[src/hw/rtl/clsr_pkg.sv]
// ----------------------------------------------------------------------------
// Combined LCG shuffle RNG package
// Widths, generator coefficients, operation codes, controller states and the
// command and status bundles shared by the controller and the datapath.
// ----------------------------------------------------------------------------
package clsr_pkg;

  localparam int unsigned TableDepth = 32;
  localparam int unsigned IdxW       = $clog2(TableDepth);
  localparam int unsigned QuoW       = IdxW + 1;
  localparam int unsigned WarmSteps  = TableDepth + 8;
  localparam int unsigned WarmW      = $clog2(WarmSteps);

  localparam int unsigned GenW   = 31;
  localparam int unsigned WordW  = 32;
  localparam int unsigned OpW    = 2;
  localparam int unsigned CntW   = 6;
  localparam int unsigned KW     = 16;
  localparam int unsigned RmdW   = 14;
  localparam int unsigned RecipW = 17;
  localparam int unsigned RecipSh = 32;

  localparam logic [CntW-1:0] MaxBits    = CntW'(WordW);
  localparam logic [GenW-1:0] ModOneLess = 31'd2147483562;
  localparam logic [GenW-1:0] SlotDiv    = GenW'(1 + 2147483562 / TableDepth);

  localparam int unsigned SlotSh     = GenW;
  localparam int unsigned RecipSlotW = QuoW + 1;
  localparam logic [RecipSlotW-1:0] RecipSlot =
    RecipSlotW'((64'd1 << SlotSh) / 64'(SlotDiv));

  typedef struct packed {
    logic [KW-1:0]     mul;
    logic [KW-1:0]     quo;
    logic [RmdW-1:0]   rmd;
    logic [GenW-1:0]   modulus;
    logic [RecipW-1:0] recip;
  } coef_t;

  localparam coef_t CoefOne = '{
    mul:     KW'(40014),
    quo:     KW'(53668),
    rmd:     RmdW'(12211),
    modulus: GenW'(2147483563),
    recip:   RecipW'((64'd1 << RecipSh) / 64'd53668)
  };

  localparam coef_t CoefTwo = '{
    mul:     KW'(40692),
    quo:     KW'(52774),
    rmd:     RmdW'(3791),
    modulus: GenW'(2147483399),
    recip:   RecipW'((64'd1 << RecipSh) / 64'd52774)
  };

  typedef enum logic [OpW-1:0] {
    OP_RESEED = 2'd0,
    OP_RAW    = 2'd1,
    OP_BITS   = 2'd2,
    OP_NOP    = 2'd3
  } op_e;

  typedef enum logic [3:0] {
    ST_IDLE,
    ST_DECODE,
    ST_WARM_GO,
    ST_WARM_WAIT,
    ST_RAW_GO,
    ST_RAW_WAIT,
    ST_EXTRACT,
    ST_RESULT
  } state_e;

  typedef struct packed {
    logic capture;
    logic load_seed;
    logic start_one;
    logic start_two;
    logic warm_commit;
    logic raw_commit;
    logic buf_load;
    logic extract;
    logic word_clr;
    logic res_load;
  } cmd_t;

  typedef struct packed {
    op_e  op;
    logic need_refill;
    logic gen_done;
    logic warm_last;
  } stat_t;

endpackage

[src/hw/rtl/clsr_if.sv]
// ----------------------------------------------------------------------------
// Combined LCG shuffle RNG channel interfaces
// Request, response and seed write channels, each with valid and ready.
// ----------------------------------------------------------------------------
interface clsr_req_if;
  logic                       valid;
  logic                       ready;
  logic [clsr_pkg::OpW-1:0]   operation;
  logic [clsr_pkg::CntW-1:0]  bit_count;

  modport source (output valid, output operation, output bit_count, input ready);
  modport sink   (input valid, input operation, input bit_count, output ready);
endinterface

interface clsr_rsp_if;
  logic                       valid;
  logic                       ready;
  logic [clsr_pkg::WordW-1:0] value;

  modport source (output valid, output value, input ready);
  modport sink   (input valid, input value, output ready);
endinterface

interface clsr_cfg_if;
  logic                       valid;
  logic                       ready;
  logic [clsr_pkg::WordW-1:0] seed;

  modport source (output valid, output seed, input ready);
  modport sink   (input valid, input seed, output ready);
endinterface

[src/hw/rtl/clsr_schrage.sv]
// ----------------------------------------------------------------------------
// Schrage step unit
// Five-stage pipeline computing one multiplicative congruential step with a
// reciprocal-based quotient estimate and a single correction.
// ----------------------------------------------------------------------------
module clsr_schrage (
  input  logic                        clk_i,
  input  logic                        rst_ni,
  input  logic                        start_i,
  input  logic [clsr_pkg::GenW-1:0]   seed_i,
  input  clsr_pkg::coef_t             coef_i,
  output logic                        done_o,
  output logic [clsr_pkg::GenW-1:0]   value_o
);

  localparam int unsigned ProdW = clsr_pkg::GenW + clsr_pkg::RecipW;

  logic [4:0]                   vld_q;
  logic [clsr_pkg::GenW-1:0]    s1_q, s2_q;
  logic [clsr_pkg::KW-1:0]      k1_q, k2_q, k3_q;
  logic [clsr_pkg::GenW-1:0]    kq2_q;
  logic [clsr_pkg::KW-1:0]      r3_q;
  logic [31:0]                  x4_q;
  logic [29:0]                  y4_q;
  logic [clsr_pkg::GenW-1:0]    v5_q;

  logic [ProdW-1:0]             prod1;
  logic [clsr_pkg::KW-1:0]      k1_d;
  logic [31:0]                  kq2_full;
  logic [31:0]                  diff3;
  logic [31:0]                  quo32;
  logic [clsr_pkg::KW-1:0]      k3_d, r3_d;
  logic [31:0]                  x4_d;
  logic [31:0]                  y4_full;
  logic [32:0]                  v5_raw;
  logic [32:0]                  v5_fix;

  assign prod1    = ProdW'(seed_i) * ProdW'(coef_i.recip);
  assign k1_d     = prod1[clsr_pkg::RecipSh +: clsr_pkg::KW];
  assign kq2_full = {16'b0, k1_q} * {16'b0, coef_i.quo};
  assign diff3    = {1'b0, s2_q} - {1'b0, kq2_q};
  assign quo32    = {16'b0, coef_i.quo};

  always_comb begin
    if (diff3 >= quo32) begin
      k3_d = k2_q + clsr_pkg::KW'(1);
      r3_d = clsr_pkg::KW'(diff3 - quo32);
    end else begin
      k3_d = k2_q;
      r3_d = clsr_pkg::KW'(diff3);
    end
  end

  assign x4_d    = {16'b0, r3_q} * {16'b0, coef_i.mul};
  assign y4_full = {16'b0, k3_q} * {18'b0, coef_i.rmd};
  assign v5_raw  = {1'b0, x4_q} - {3'b0, y4_q};
  assign v5_fix  = v5_raw[32] ? (v5_raw + {2'b0, coef_i.modulus}) : v5_raw;

  always_ff @(posedge clk_i or negedge rst_ni) begin
    if (!rst_ni) begin
      vld_q <= '0;
    end else begin
      vld_q <= {vld_q[3:0], start_i};
    end
  end

  always_ff @(posedge clk_i) begin
    s1_q  <= seed_i;
    k1_q  <= k1_d;
    s2_q  <= s1_q;
    k2_q  <= k1_q;
    kq2_q <= kq2_full[clsr_pkg::GenW-1:0];
    k3_q  <= k3_d;
    r3_q  <= r3_d;
    x4_q  <= x4_d;
    y4_q  <= y4_full[29:0];
    v5_q  <= v5_fix[clsr_pkg::GenW-1:0];
  end

  assign done_o  = vld_q[4];
  assign value_o = v5_q;

endmodule

[src/hw/rtl/clsr_datapath.sv]
// ----------------------------------------------------------------------------
// Combined LCG shuffle RNG datapath
// Generator state, shuffle table, slot index pipeline, bit buffer and result
// register, driven by commands from the controller.
// ----------------------------------------------------------------------------
module clsr_datapath (
  input  logic                        clk_i,
  input  logic                        rst_ni,
  input  clsr_pkg::cmd_t              cmd_i,
  output clsr_pkg::stat_t             stat_o,
  input  logic [clsr_pkg::OpW-1:0]    op_i,
  input  logic [clsr_pkg::CntW-1:0]   bit_count_i,
  input  logic                        cfg_we_i,
  input  logic [clsr_pkg::WordW-1:0]  cfg_seed_i,
  output logic [clsr_pkg::WordW-1:0]  value_o
);

  localparam int unsigned EstW = clsr_pkg::GenW + clsr_pkg::RecipSlotW;
  localparam int unsigned BndW = clsr_pkg::GenW + clsr_pkg::QuoW + 1;

  logic [clsr_pkg::WordW-1:0]  seed_q;
  clsr_pkg::op_e               op_q;
  logic [clsr_pkg::CntW-1:0]   n_q;
  logic [clsr_pkg::GenW-1:0]   g1_q, g2_q, last_q;
  logic [clsr_pkg::WordW-1:0]  buf_q;
  logic [clsr_pkg::CntW-1:0]   rem_q;
  logic [clsr_pkg::WarmW-1:0]  cnt_q;
  logic [clsr_pkg::WordW-1:0]  word_q, res_q;

  logic [clsr_pkg::GenW-1:0]   mem_q [clsr_pkg::TableDepth];
  logic [clsr_pkg::TableDepth-1:0] valid_q;
  logic [clsr_pkg::QuoW-1:0]   est_q;
  logic [clsr_pkg::GenW-1:0]   lastc_q;
  logic [clsr_pkg::IdxW-1:0]   idx_q;
  logic [clsr_pkg::GenW-1:0]   rd_q;

  logic                        u1_done;
  logic [clsr_pkg::GenW-1:0]   u1_val, u2_val;

  logic [clsr_pkg::WordW-1:0]  seed_mag;
  logic [clsr_pkg::GenW-1:0]   seed_start;
  logic [EstW-1:0]             est_prod;
  logic [BndW-1:0]             bound;
  logic [clsr_pkg::QuoW-1:0]   quo_d;
  logic [clsr_pkg::IdxW-1:0]   idx_d;
  logic [clsr_pkg::WordW-1:0]  lo_diff;
  logic [clsr_pkg::WordW-1:0]  lo_wrap;
  logic [clsr_pkg::GenW-1:0]   last_new;
  logic [clsr_pkg::WordW-1:0]  word_mix;
  logic [clsr_pkg::WordW:0]    mask_w;
  logic [clsr_pkg::WordW-1:0]  bits_out;
  logic [clsr_pkg::CntW-1:0]   n_d;
  logic                        warm_wr;
  logic                        mem_we;
  logic [clsr_pkg::IdxW-1:0]   mem_addr;

  clsr_schrage u_gen_one (
    .clk_i   (clk_i),
    .rst_ni  (rst_ni),
    .start_i (cmd_i.start_one),
    .seed_i  (g1_q),
    .coef_i  (clsr_pkg::CoefOne),
    .done_o  (u1_done),
    .value_o (u1_val)
  );

  clsr_schrage u_gen_two (
    .clk_i   (clk_i),
    .rst_ni  (rst_ni),
    .start_i (cmd_i.start_two),
    .seed_i  (g2_q),
    .coef_i  (clsr_pkg::CoefTwo),
    .done_o  (),
    .value_o (u2_val)
  );

  assign seed_mag = seed_q[clsr_pkg::WordW-1] ? (~seed_q + 32'd1) : seed_q;

  always_comb begin
    if (seed_mag[clsr_pkg::WordW-1]) begin
      seed_start = '1;
    end else if (seed_mag[clsr_pkg::GenW-1:0] == '0) begin
      seed_start = clsr_pkg::GenW'(1);
    end else begin
      seed_start = seed_mag[clsr_pkg::GenW-1:0];
    end
  end

  assign n_d = (bit_count_i > clsr_pkg::MaxBits) ? clsr_pkg::MaxBits : bit_count_i;

  // slot index: reciprocal estimate, then one correction and clamp
  assign est_prod = EstW'(last_q) * EstW'(clsr_pkg::RecipSlot);
  assign bound    = (BndW'(est_q) + BndW'(1)) * BndW'(clsr_pkg::SlotDiv);
  assign quo_d    = (BndW'(lastc_q) >= bound) ? (est_q + clsr_pkg::QuoW'(1)) : est_q;
  assign idx_d    = (quo_d >= clsr_pkg::QuoW'(clsr_pkg::TableDepth)) ?
                    clsr_pkg::IdxW'(clsr_pkg::TableDepth - 1) : quo_d[clsr_pkg::IdxW-1:0];

  assign lo_diff  = {1'b0, rd_q} - {1'b0, u2_val};
  assign lo_wrap  = lo_diff + {1'b0, clsr_pkg::ModOneLess};
  assign last_new = (lo_diff[clsr_pkg::WordW-1] || (lo_diff == '0)) ?
                    lo_wrap[clsr_pkg::GenW-1:0] : lo_diff[clsr_pkg::GenW-1:0];
  assign word_mix = {1'b0, last_new} ^ {last_new[15:0], 16'b0};

  assign mask_w   = ((clsr_pkg::WordW + 1)'(1) << n_q) - (clsr_pkg::WordW + 1)'(1);
  assign bits_out = buf_q & mask_w[clsr_pkg::WordW-1:0];

  assign warm_wr  = cmd_i.warm_commit && (cnt_q < clsr_pkg::WarmW'(clsr_pkg::TableDepth));
  assign mem_we   = warm_wr || cmd_i.raw_commit;
  assign mem_addr = cmd_i.warm_commit ? cnt_q[clsr_pkg::IdxW-1:0] : idx_q;

  always_ff @(posedge clk_i or negedge rst_ni) begin
    if (!rst_ni) begin
      seed_q  <= clsr_pkg::WordW'(1);
      op_q    <= clsr_pkg::OP_NOP;
      n_q     <= '0;
      g1_q    <= '0;
      g2_q    <= '0;
      last_q  <= '0;
      buf_q   <= '0;
      rem_q   <= '0;
      cnt_q   <= '0;
      valid_q <= '0;
    end else begin
      if (cfg_we_i) begin
        seed_q <= cfg_seed_i;
      end
      if (cmd_i.capture) begin
        op_q <= clsr_pkg::op_e'(op_i);
        n_q  <= n_d;
      end
      if (cmd_i.load_seed) begin
        g1_q  <= seed_start;
        g2_q  <= seed_start;
        cnt_q <= clsr_pkg::WarmW'(clsr_pkg::WarmSteps - 1);
      end
      if (cmd_i.warm_commit) begin
        g1_q   <= u1_val;
        last_q <= u1_val;
        cnt_q  <= cnt_q - clsr_pkg::WarmW'(1);
      end
      if (cmd_i.raw_commit) begin
        g1_q   <= u1_val;
        g2_q   <= u2_val;
        last_q <= last_new;
      end
      if (mem_we) begin
        valid_q[mem_addr] <= 1'b1;
      end
      if (cmd_i.buf_load) begin
        buf_q <= word_mix;
        rem_q <= clsr_pkg::MaxBits;
      end
      if (cmd_i.extract) begin
        buf_q <= buf_q >> n_q;
        rem_q <= rem_q - n_q;
      end
    end
  end

  always_ff @(posedge clk_i) begin
    if (mem_we) begin
      mem_q[mem_addr] <= u1_val;
    end
    rd_q    <= valid_q[idx_q] ? mem_q[idx_q] : '0;
    est_q   <= est_prod[clsr_pkg::SlotSh +: clsr_pkg::QuoW];
    lastc_q <= last_q;
    idx_q   <= idx_d;
    if (cmd_i.raw_commit) begin
      word_q <= word_mix;
    end else if (cmd_i.extract) begin
      word_q <= bits_out;
    end else if (cmd_i.word_clr) begin
      word_q <= '0;
    end
    if (cmd_i.res_load) begin
      res_q <= word_q;
    end
  end

  assign stat_o.op          = op_q;
  assign stat_o.need_refill = (rem_q < n_q);
  assign stat_o.gen_done    = u1_done;
  assign stat_o.warm_last   = (cnt_q == '0);
  assign value_o            = res_q;

endmodule

[src/hw/rtl/clsr_ctrl.sv]
// ----------------------------------------------------------------------------
// Combined LCG shuffle RNG controller
// Sequences reseed warm-up, raw draws, buffered bit draws and no-ops, and owns the
// request ready and response valid handshakes.
// ----------------------------------------------------------------------------
module clsr_ctrl (
  input  logic             clk_i,
  input  logic             rst_ni,
  input  logic             in_valid_i,
  output logic             in_ready_o,
  output logic             out_valid_o,
  input  logic             out_ready_i,
  input  clsr_pkg::stat_t  stat_i,
  output clsr_pkg::cmd_t   cmd_o
);

  clsr_pkg::state_e state_q, state_d;
  logic             out_valid_q, out_valid_d;

  always_ff @(posedge clk_i or negedge rst_ni) begin
    if (!rst_ni) begin
      state_q     <= clsr_pkg::ST_IDLE;
      out_valid_q <= 1'b0;
    end else begin
      state_q     <= state_d;
      out_valid_q <= out_valid_d;
    end
  end

  always_comb begin
    state_d     = state_q;
    cmd_o       = '0;
    in_ready_o  = 1'b0;
    out_valid_d = out_valid_q && !out_ready_i;
    unique case (state_q)
      clsr_pkg::ST_IDLE: begin
        in_ready_o = 1'b1;
        if (in_valid_i) begin
          cmd_o.capture = 1'b1;
          state_d       = clsr_pkg::ST_DECODE;
        end
      end
      clsr_pkg::ST_DECODE: begin
        unique case (stat_i.op)
          clsr_pkg::OP_RESEED: begin
            cmd_o.load_seed = 1'b1;
            state_d         = clsr_pkg::ST_WARM_GO;
          end
          clsr_pkg::OP_RAW: begin
            state_d = clsr_pkg::ST_RAW_GO;
          end
          clsr_pkg::OP_BITS: begin
            state_d = stat_i.need_refill ? clsr_pkg::ST_RAW_GO : clsr_pkg::ST_EXTRACT;
          end
          clsr_pkg::OP_NOP: begin
            cmd_o.word_clr = 1'b1;
            state_d        = clsr_pkg::ST_RESULT;
          end
          default: begin
            state_d = clsr_pkg::ST_IDLE;
          end
        endcase
      end
      clsr_pkg::ST_WARM_GO: begin
        cmd_o.start_one = 1'b1;
        state_d         = clsr_pkg::ST_WARM_WAIT;
      end
      clsr_pkg::ST_WARM_WAIT: begin
        if (stat_i.gen_done) begin
          cmd_o.warm_commit = 1'b1;
          if (stat_i.warm_last) begin
            cmd_o.word_clr = 1'b1;
            state_d        = clsr_pkg::ST_RESULT;
          end else begin
            state_d = clsr_pkg::ST_WARM_GO;
          end
        end
      end
      clsr_pkg::ST_RAW_GO: begin
        cmd_o.start_one = 1'b1;
        cmd_o.start_two = 1'b1;
        state_d         = clsr_pkg::ST_RAW_WAIT;
      end
      clsr_pkg::ST_RAW_WAIT: begin
        if (stat_i.gen_done) begin
          cmd_o.raw_commit = 1'b1;
          if (stat_i.op == clsr_pkg::OP_BITS) begin
            cmd_o.buf_load = 1'b1;
            state_d        = clsr_pkg::ST_EXTRACT;
          end else begin
            state_d = clsr_pkg::ST_RESULT;
          end
        end
      end
      clsr_pkg::ST_EXTRACT: begin
        cmd_o.extract = 1'b1;
        state_d       = clsr_pkg::ST_RESULT;
      end
      clsr_pkg::ST_RESULT: begin
        if (!out_valid_q || out_ready_i) begin
          cmd_o.res_load = 1'b1;
          out_valid_d    = 1'b1;
          state_d        = clsr_pkg::ST_IDLE;
        end
      end
      default: begin
        state_d = clsr_pkg::ST_IDLE;
      end
    endcase
  end

  assign out_valid_o = out_valid_q;

endmodule

[src/hw/rtl/combined_lcg_shuffle_rng_unit.sv]
// ----------------------------------------------------------------------------
// Combined LCG shuffle RNG unit
// Two combined congruential generators with a shuffle table and a bit buffer.
//
//   channel  dir   signals                        meaning
//   req_i    in    valid ready operation bit_count  one operation per transaction
//   rsp_o    out   valid ready value                one result per operation
//   cfg_i    in    valid ready seed                 seed register write
//
// Raw word: each draw runs through the five-stage step units.
// Bit draw: served from the buffer, or after a raw draw when it must be refilled.
// Reseed: TableDepth + 8 warm-up steps, one generator step at a time.
// Reset clears the generators, table valid bits and bit buffer; seed resets to 1.
// A new request is taken while the previous result waits in the output register.
// ----------------------------------------------------------------------------
module combined_lcg_shuffle_rng_unit (
  input  logic       clk_i,
  input  logic       rst_ni,
  clsr_req_if.sink   req_i,
  clsr_rsp_if.source rsp_o,
  clsr_cfg_if.sink   cfg_i
);

  clsr_pkg::cmd_t  cmd;
  clsr_pkg::stat_t stat;

  assign cfg_i.ready = 1'b1;

  clsr_ctrl u_ctrl (
    .clk_i       (clk_i),
    .rst_ni      (rst_ni),
    .in_valid_i  (req_i.valid),
    .in_ready_o  (req_i.ready),
    .out_valid_o (rsp_o.valid),
    .out_ready_i (rsp_o.ready),
    .stat_i      (stat),
    .cmd_o       (cmd)
  );

  clsr_datapath u_datapath (
    .clk_i       (clk_i),
    .rst_ni      (rst_ni),
    .cmd_i       (cmd),
    .stat_o      (stat),
    .op_i        (req_i.operation),
    .bit_count_i (req_i.bit_count),
    .cfg_we_i    (cfg_i.valid),
    .cfg_seed_i  (cfg_i.seed),
    .value_o     (rsp_o.value)
  );

endmodule

[src/flat_wrapper.sv]
// flat-port wrapper written by rule: the top's interface ports become plain ports
module combined_lcg_shuffle_rng_unit_flat 
  (clk_i, rst_ni, req_i_valid, req_i_operation, req_i_bit_count, req_i_ready, rsp_o_valid, rsp_o_value, rsp_o_ready, cfg_i_valid, cfg_i_seed, cfg_i_ready);
  clsr_req_if req_i_i ();
  clsr_rsp_if rsp_o_i ();
  clsr_cfg_if cfg_i_i ();
  input  logic clk_i;
  input  logic rst_ni;
  input wire logic [$bits(req_i_i.valid)-1:0] req_i_valid;
  input wire logic [$bits(req_i_i.operation)-1:0] req_i_operation;
  input wire logic [$bits(req_i_i.bit_count)-1:0] req_i_bit_count;
  output wire logic [$bits(req_i_i.ready)-1:0] req_i_ready;
  output wire logic [$bits(rsp_o_i.valid)-1:0] rsp_o_valid;
  output wire logic [$bits(rsp_o_i.value)-1:0] rsp_o_value;
  input wire logic [$bits(rsp_o_i.ready)-1:0] rsp_o_ready;
  input wire logic [$bits(cfg_i_i.valid)-1:0] cfg_i_valid;
  input wire logic [$bits(cfg_i_i.seed)-1:0] cfg_i_seed;
  output wire logic [$bits(cfg_i_i.ready)-1:0] cfg_i_ready;
  assign req_i_i.valid = req_i_valid;
  assign req_i_i.operation = req_i_operation;
  assign req_i_i.bit_count = req_i_bit_count;
  assign req_i_ready = req_i_i.ready;
  assign rsp_o_valid = rsp_o_i.valid;
  assign rsp_o_value = rsp_o_i.value;
  assign rsp_o_i.ready = rsp_o_ready;
  assign cfg_i_i.valid = cfg_i_valid;
  assign cfg_i_i.seed = cfg_i_seed;
  assign cfg_i_ready = cfg_i_i.ready;
  combined_lcg_shuffle_rng_unit u_core (.clk_i(clk_i), .rst_ni(rst_ni), .req_i(req_i_i), .rsp_o(rsp_o_i), .cfg_i(cfg_i_i));
endmodule
[config.mk]
export PLATFORM = sky130hd
export DESIGN_NAME = combined_lcg_shuffle_rng_unit_flat
export DESIGN_NICKNAME = d
export VERILOG_FILES = /design/src/hw/rtl/clsr_pkg.sv /design/src/hw/rtl/clsr_if.sv /design/src/hw/rtl/clsr_schrage.sv /design/src/hw/rtl/clsr_datapath.sv /design/src/hw/rtl/clsr_ctrl.sv /design/src/hw/rtl/combined_lcg_shuffle_rng_unit.sv /design/src/flat_wrapper.sv
export SDC_FILE = /design/constraint.sdc
export NUM_CORES = 2
export LEC_CHECK = 0
export BUFFER_PORTS_ARGS = -buffer_cell sky130_fd_sc_hd__buf_4
export CORE_UTILIZATION = 58
export DETAILED_ROUTE_END_ITERATION = 10
export PLACE_DENSITY = 0.77
export SLEW_MARGIN = 5
export SYNTH_ARGS = -nofsm -noshare
export SYNTH_HDL_FRONTEND = slang
export SYNTH_SLANG_ARGS = --single-unit
[constraint.sdc]
create_clock -name clk_i -period 6.74 [get_ports clk_i]
set_clock_uncertainty 0.05 [all_clocks]
set_input_delay 0.337 -clock clk_i [delete_from_list [all_inputs] [get_ports clk_i]]
set_output_delay 0.337 -clock clk_i [all_outputs]
set_load 0.005 [all_outputs]
==> impl.org <==
** Global routing
- Antenna violations before repair :: 13
- The first global-routing pass estimated 484 mm of wire.
- Remaining global-route overflow :: 0
- Pin count of the biggest net entering global routing :: 137
- Global Route Usage Sum :: 0.328
- The via count of the first global-routing pass is 79100.

** Cells and area
- Final Instance Count excl. Fillers :: 12200
- Leading cell type in the layout, fill and taps excluded :: inv_1
- The area growth from synthesis to layout is 10.6%.
- The net count of the finished layout is 11500.
- In the final layout, the share of cells above drive strength 1 is 0.119.
- Once layout is complete, the utilization of the core stands at 0.646.
- Total of fill cells in the finished design :: 14100
- Most frequent cells in the layout :: 1345 x inv_1, 1176 x ha_1, 1056 x edfxtp_1

** Yosys
- Area contributors post-synth :: edfxtp_1 28%, fa_1 14%, ha_1 13%, dfxtp_1 9.7%, mux4_2 6.7%
- Share of synthesized area occupied by flip-flops and latches :: 0.423
- Post-synthesis instance area :: 0.114 sq mm
- In this run, synthesis inferred 1056 flip-flops with an integrated enable.
- Each instance of the synthesized netlist takes up on average 12.5 sq um.
- Synth area leader :: edfxtp_1
- The Yosys step of the flow raised 0 warnings.
- After technology mapping, the gate count stands at 9158.
- Most instantiated flip-flop cell in the synthesis netlist :: edfxtp_1
- After synthesis, the netlist uses 116 different library cells.
- Post-Syn Nets :: 11200
- After synthesis, the share of flip-flops with an asynchronous set or reset is 0.119.
- FF+latch count, synth :: 1829
- Share of Yosys cell area claimed by the top area cell type :: 0.278

** Clocking
- The number of clock buffers added by TritonCTS is 188.
- No sink is reached through more buffers than the 3 on the longest clock path.
- Clock latency on the worst-skew pair :: 870 ps
- Clock sink count :: 1829
- CTS H-tree lvls :: 4
- Clock slew at reported path FFs :: 70 ps
- TritonCTS built the clock tree.
- Clock tree synthesis selected as its root buffer the cell clkbuf_16.

** Setup path
- The worst setup path is of the register to register kind.
- The critical path contains buffers and inverters numbering 4 combined.
- Worst path required time :: 7470 ps
- Most frequent cell on the critical path :: fa_1
- The signal on the critical path passes through fa_1 -> ha_1 -> fa_1 -> inv_1 -> fa_1 -> inv_1 -> fa_1 -> inv_1 -> fa_1 -> inv_1 -> ha_1 -> a21o_1 -> a211o_1 -> a21oi_1 -> o21ai_1 -> o211ai_1 -> a221oi_1 -> o21a_1 -> o21a_1 -> o41a_1 -> and2_1 -> o21a_1 -> nor2_1 -> xnor2_1.
- Nature of the critical path endpoint :: register
- The cell family contributing the most delay on the critical path is adder cells.
- Maximum single-stage delay on the critical path :: 500 ps
- Crit-path max FO :: 5
- Data on the critical path arrives at its endpoint at 7270 ps.
- Worst Setup Start Kind :: register
- For this design, the slowest cell found on the critical path is fa_1.

** STA
- The number of endpoints with negative hold slack in the final report is 0.
- Worst slew margin relative to its limit :: 0.225
- Hold Worst Slack :: 33.9 ps
- The final count of pins violating max slew came to 0.
- FMAX :: 0.153 GHz
- Setup_tns :: 0 ps
- Setup repair after global routing missed its margin :: yes
- The smallest clock period supported by the final layout is computed as 6550 ps.
- Slew of the pin with the lowest slew margin :: 1160 ps
- Setup violations remaining at the end of the flow were counted as 0.
- Period utilisation layout :: 0.971

** Place
- Routability Congestion :: 0.975
- The wire-length estimate of the detail-placed layout is 224 mm.
- Total instance count after detailed placement :: 11800
- Input and output buffers added on the ports amount to 78.

** Floorplanning
- From left edge to right edge, the die measures 446 um.
- Row Count :: 162
- For this design the top-level I/O count stands at 80.
- Die area :: 0.199 sq mm
- The total area inside the core boundary comes to 0.195 sq mm.
- From bottom edge to top edge, the die measures 446 um.
- For this configuration, the core starts out at a cell density of 0.585.

** Drt
- In the routed layout, each cell is associated on average with a via count of 6.09.
- Summing over every cut layer, the via total after detailed routing is 74600.
- Total DRC errors in the routed layout :: 0
- Wire per inst :: 26.1 um
- First-pass iteration count of the detailed router :: 6
- Antenna-violating nets left :: 0
- After detailed routing, the total wire length is 320 mm.
- Number of DRC markers in iteration 0 :: 7302

** Min path
- Worst min path class :: primary input to async pin

** Run
- Count of max-cap constraint violations :: 0

** Run status
- Status :: finished, final reports clean
## path summary, 6_finish.rpt
| path | end | depth (start not counted) | slack, ps | start |
|---|---|---|---|---|
| worst min register to register | u_core.u_datapath.u_gen_two.s2_q[23] | 0 | 270 | u_core.u_datapath.u_gen_two.s1_q[23] |
| min in group clk_i | u_core.u_datapath.seed_q[3] | 2 | 50 | cfg_i_valid |
| worst min-delay path | u_core.u_datapath.last_q[22] | 2 | 30 | rst_ni |
| max in group asynchronous | u_core.u_datapath.g2_q[10] | 3 | 5110 | rst_ni |
| worst max-delay path | u_core.u_datapath.u_gen_one.k1_q[14] | 24 | 190 | u_core.u_datapath.g1_q[13] |
| worst max register to register | u_core.u_datapath.u_gen_one.k1_q[14] | 24 | 190 | u_core.u_datapath.g1_q[13] |
## worst reg2reg max path, cell delays in order (launching register included)
cell	delay (ps)
dfrtp_1	470
fa_1	500
ha_1	330
fa_1	490
inv_1	50
fa_1	500
inv_1	50
fa_1	490
inv_1	50
fa_1	490
inv_1	40
ha_1	290
a21o_1	190
a211o_1	290
a21oi_1	190
o21ai_1	130
o211ai_1	340
a221oi_1	180
o21a_1	220
o21a_1	190
o41a_1	320
and2_1	170
o21a_1	180
nor2_1	120
xnor2_1	130
## metrics by stage
step | setup slack (ps) | cell area [sq um]
global route | -56.2 | 126000
CTS | 14.5 | 126000
finish | 194 | 126000
floorplan | 68.5 | 114000
detailed placement | -265 | 119000
global placement | -198 | 119000
## cells in the mapped netlist (13+ instances only)
cell type,instances
o22ai_1,32
a21boi_0,14
a22oi_1,15
dfxtp_1,555
a31oi_1,60
a211o_1,15
nand2_1,397
and3_1,67
o21bai_1,37
mux4_2,338
o21a_1,74
o21ai_0,258
ha_1,1181
and2_1,29
or2_2,51
mux2_2,41
inv_1,1349
xnor2_1,302
nand2b_1,63
a211oi_1,44
a221o_1,43
nand4_1,33
a21o_1,149
nor3b_1,21
nor3_1,97
nand3b_1,13
buf_1,43
nor4_1,30
fa_1,799
dfrtp_1,215
o31ai_1,39
o211ai_1,30
xor2_1,171
mux2i_1,72
nor2_1,422
or3_1,37
nand3_1,129
a21oi_1,382
clkbuf_1,162
edfxtp_1,1056
nor2b_1,54
## state kept, by name, summed over array words and instances (netlist names), 26 cells and up
name	count
u_core.u_datapath.u_gen_one.x4_q	31
u_core.u_datapath.mem_q	992
u_core.u_datapath.u_gen_two.value_o	31
u_core.u_datapath.u_gen_two.s1_q	31
u_core.u_datapath.u_gen_one.s1_q	31
u_core.u_datapath.buf_q	32
u_core.u_datapath.u_gen_two.s2_q	31
u_core.u_datapath.u_gen_one.kq2_q	26
u_core.u_datapath.u_gen_two.y4_q	28
u_core.u_datapath.rd_q	31
u_core.u_datapath.seed_q	32
u_core.u_datapath.value_o	32
u_core.u_datapath.g1_q	31
u_core.u_datapath.u_gen_two.x4_q	30
u_core.u_datapath.u_gen_one.value_o	31
u_core.u_datapath.u_gen_one.y4_q	30
u_core.u_datapath.u_gen_one.s2_q	31
u_core.u_datapath.last_q	31
u_core.u_datapath.u_gen_two.kq2_q	29
u_core.u_datapath.word_q	32
u_core.u_datapath.valid_q	32
u_core.u_datapath.lastc_q	30
u_core.u_datapath.g2_q	31
## cell type report
| class | count | area, sq um | area share |
|---|---|---|---|
| Antenna cell | 4 | 10.0 | 0.0000793 |
| Timing Repair Buffer | 322 | 2600 | 0.0206 |
| Clock buffer | 236 | 5050 | 0.0401 |
| Clock inverter | 122 | 1470 | 0.0117 |
| Inverter | 1351 | 5070 | 0.0402 |
| Sequential cell | 1829 | 48300 | 0.383 |
| Multi-Input combinational cell | 5760 | 60400 | 0.478 |
| Tap cell | 2624 | 3280 | 0.0260 |
## cells by family (layout without fill, tap and decap cells)
group                    after synthesis  in the layout  synth area share
XOR/XNOR                             475            475            0.0366
adder cells (fa/ha/maj)             1980           1980             0.270
flip-flops                          1829           1829             0.423
AND/OR/NAND/NOR                     1507           1507            0.0647
multiplexers                         452            452            0.0772
AO/OA/AOI/OAI                       1345           1345            0.0770
buffers and inverters               1569           2031            0.0519
other                                  1              5         0.0000329
## layer usage
metal,up-vias,GRT usage,part of all wire
li1,32800,-,-
met1,37400,0.404,0.37
met2,3469,0.558,0.49
met3,899,0.0542,0.075
met4,4,0.168,0.058
met5,-,0,0.000094
## what timing repair did
item                       CTS  global route
setup buffers                2             2
gates resized for setup      6            33
pin swaps                    4            17
hold buffers                48             0
setup endpoints to repair    5            12
gates cloned                 0             0
hold endpoints to repair   124             0
Power is left out: the tool's default activity adds up to more than one toggle a clock period on the data nets, which glitch-free logic cannot reach.
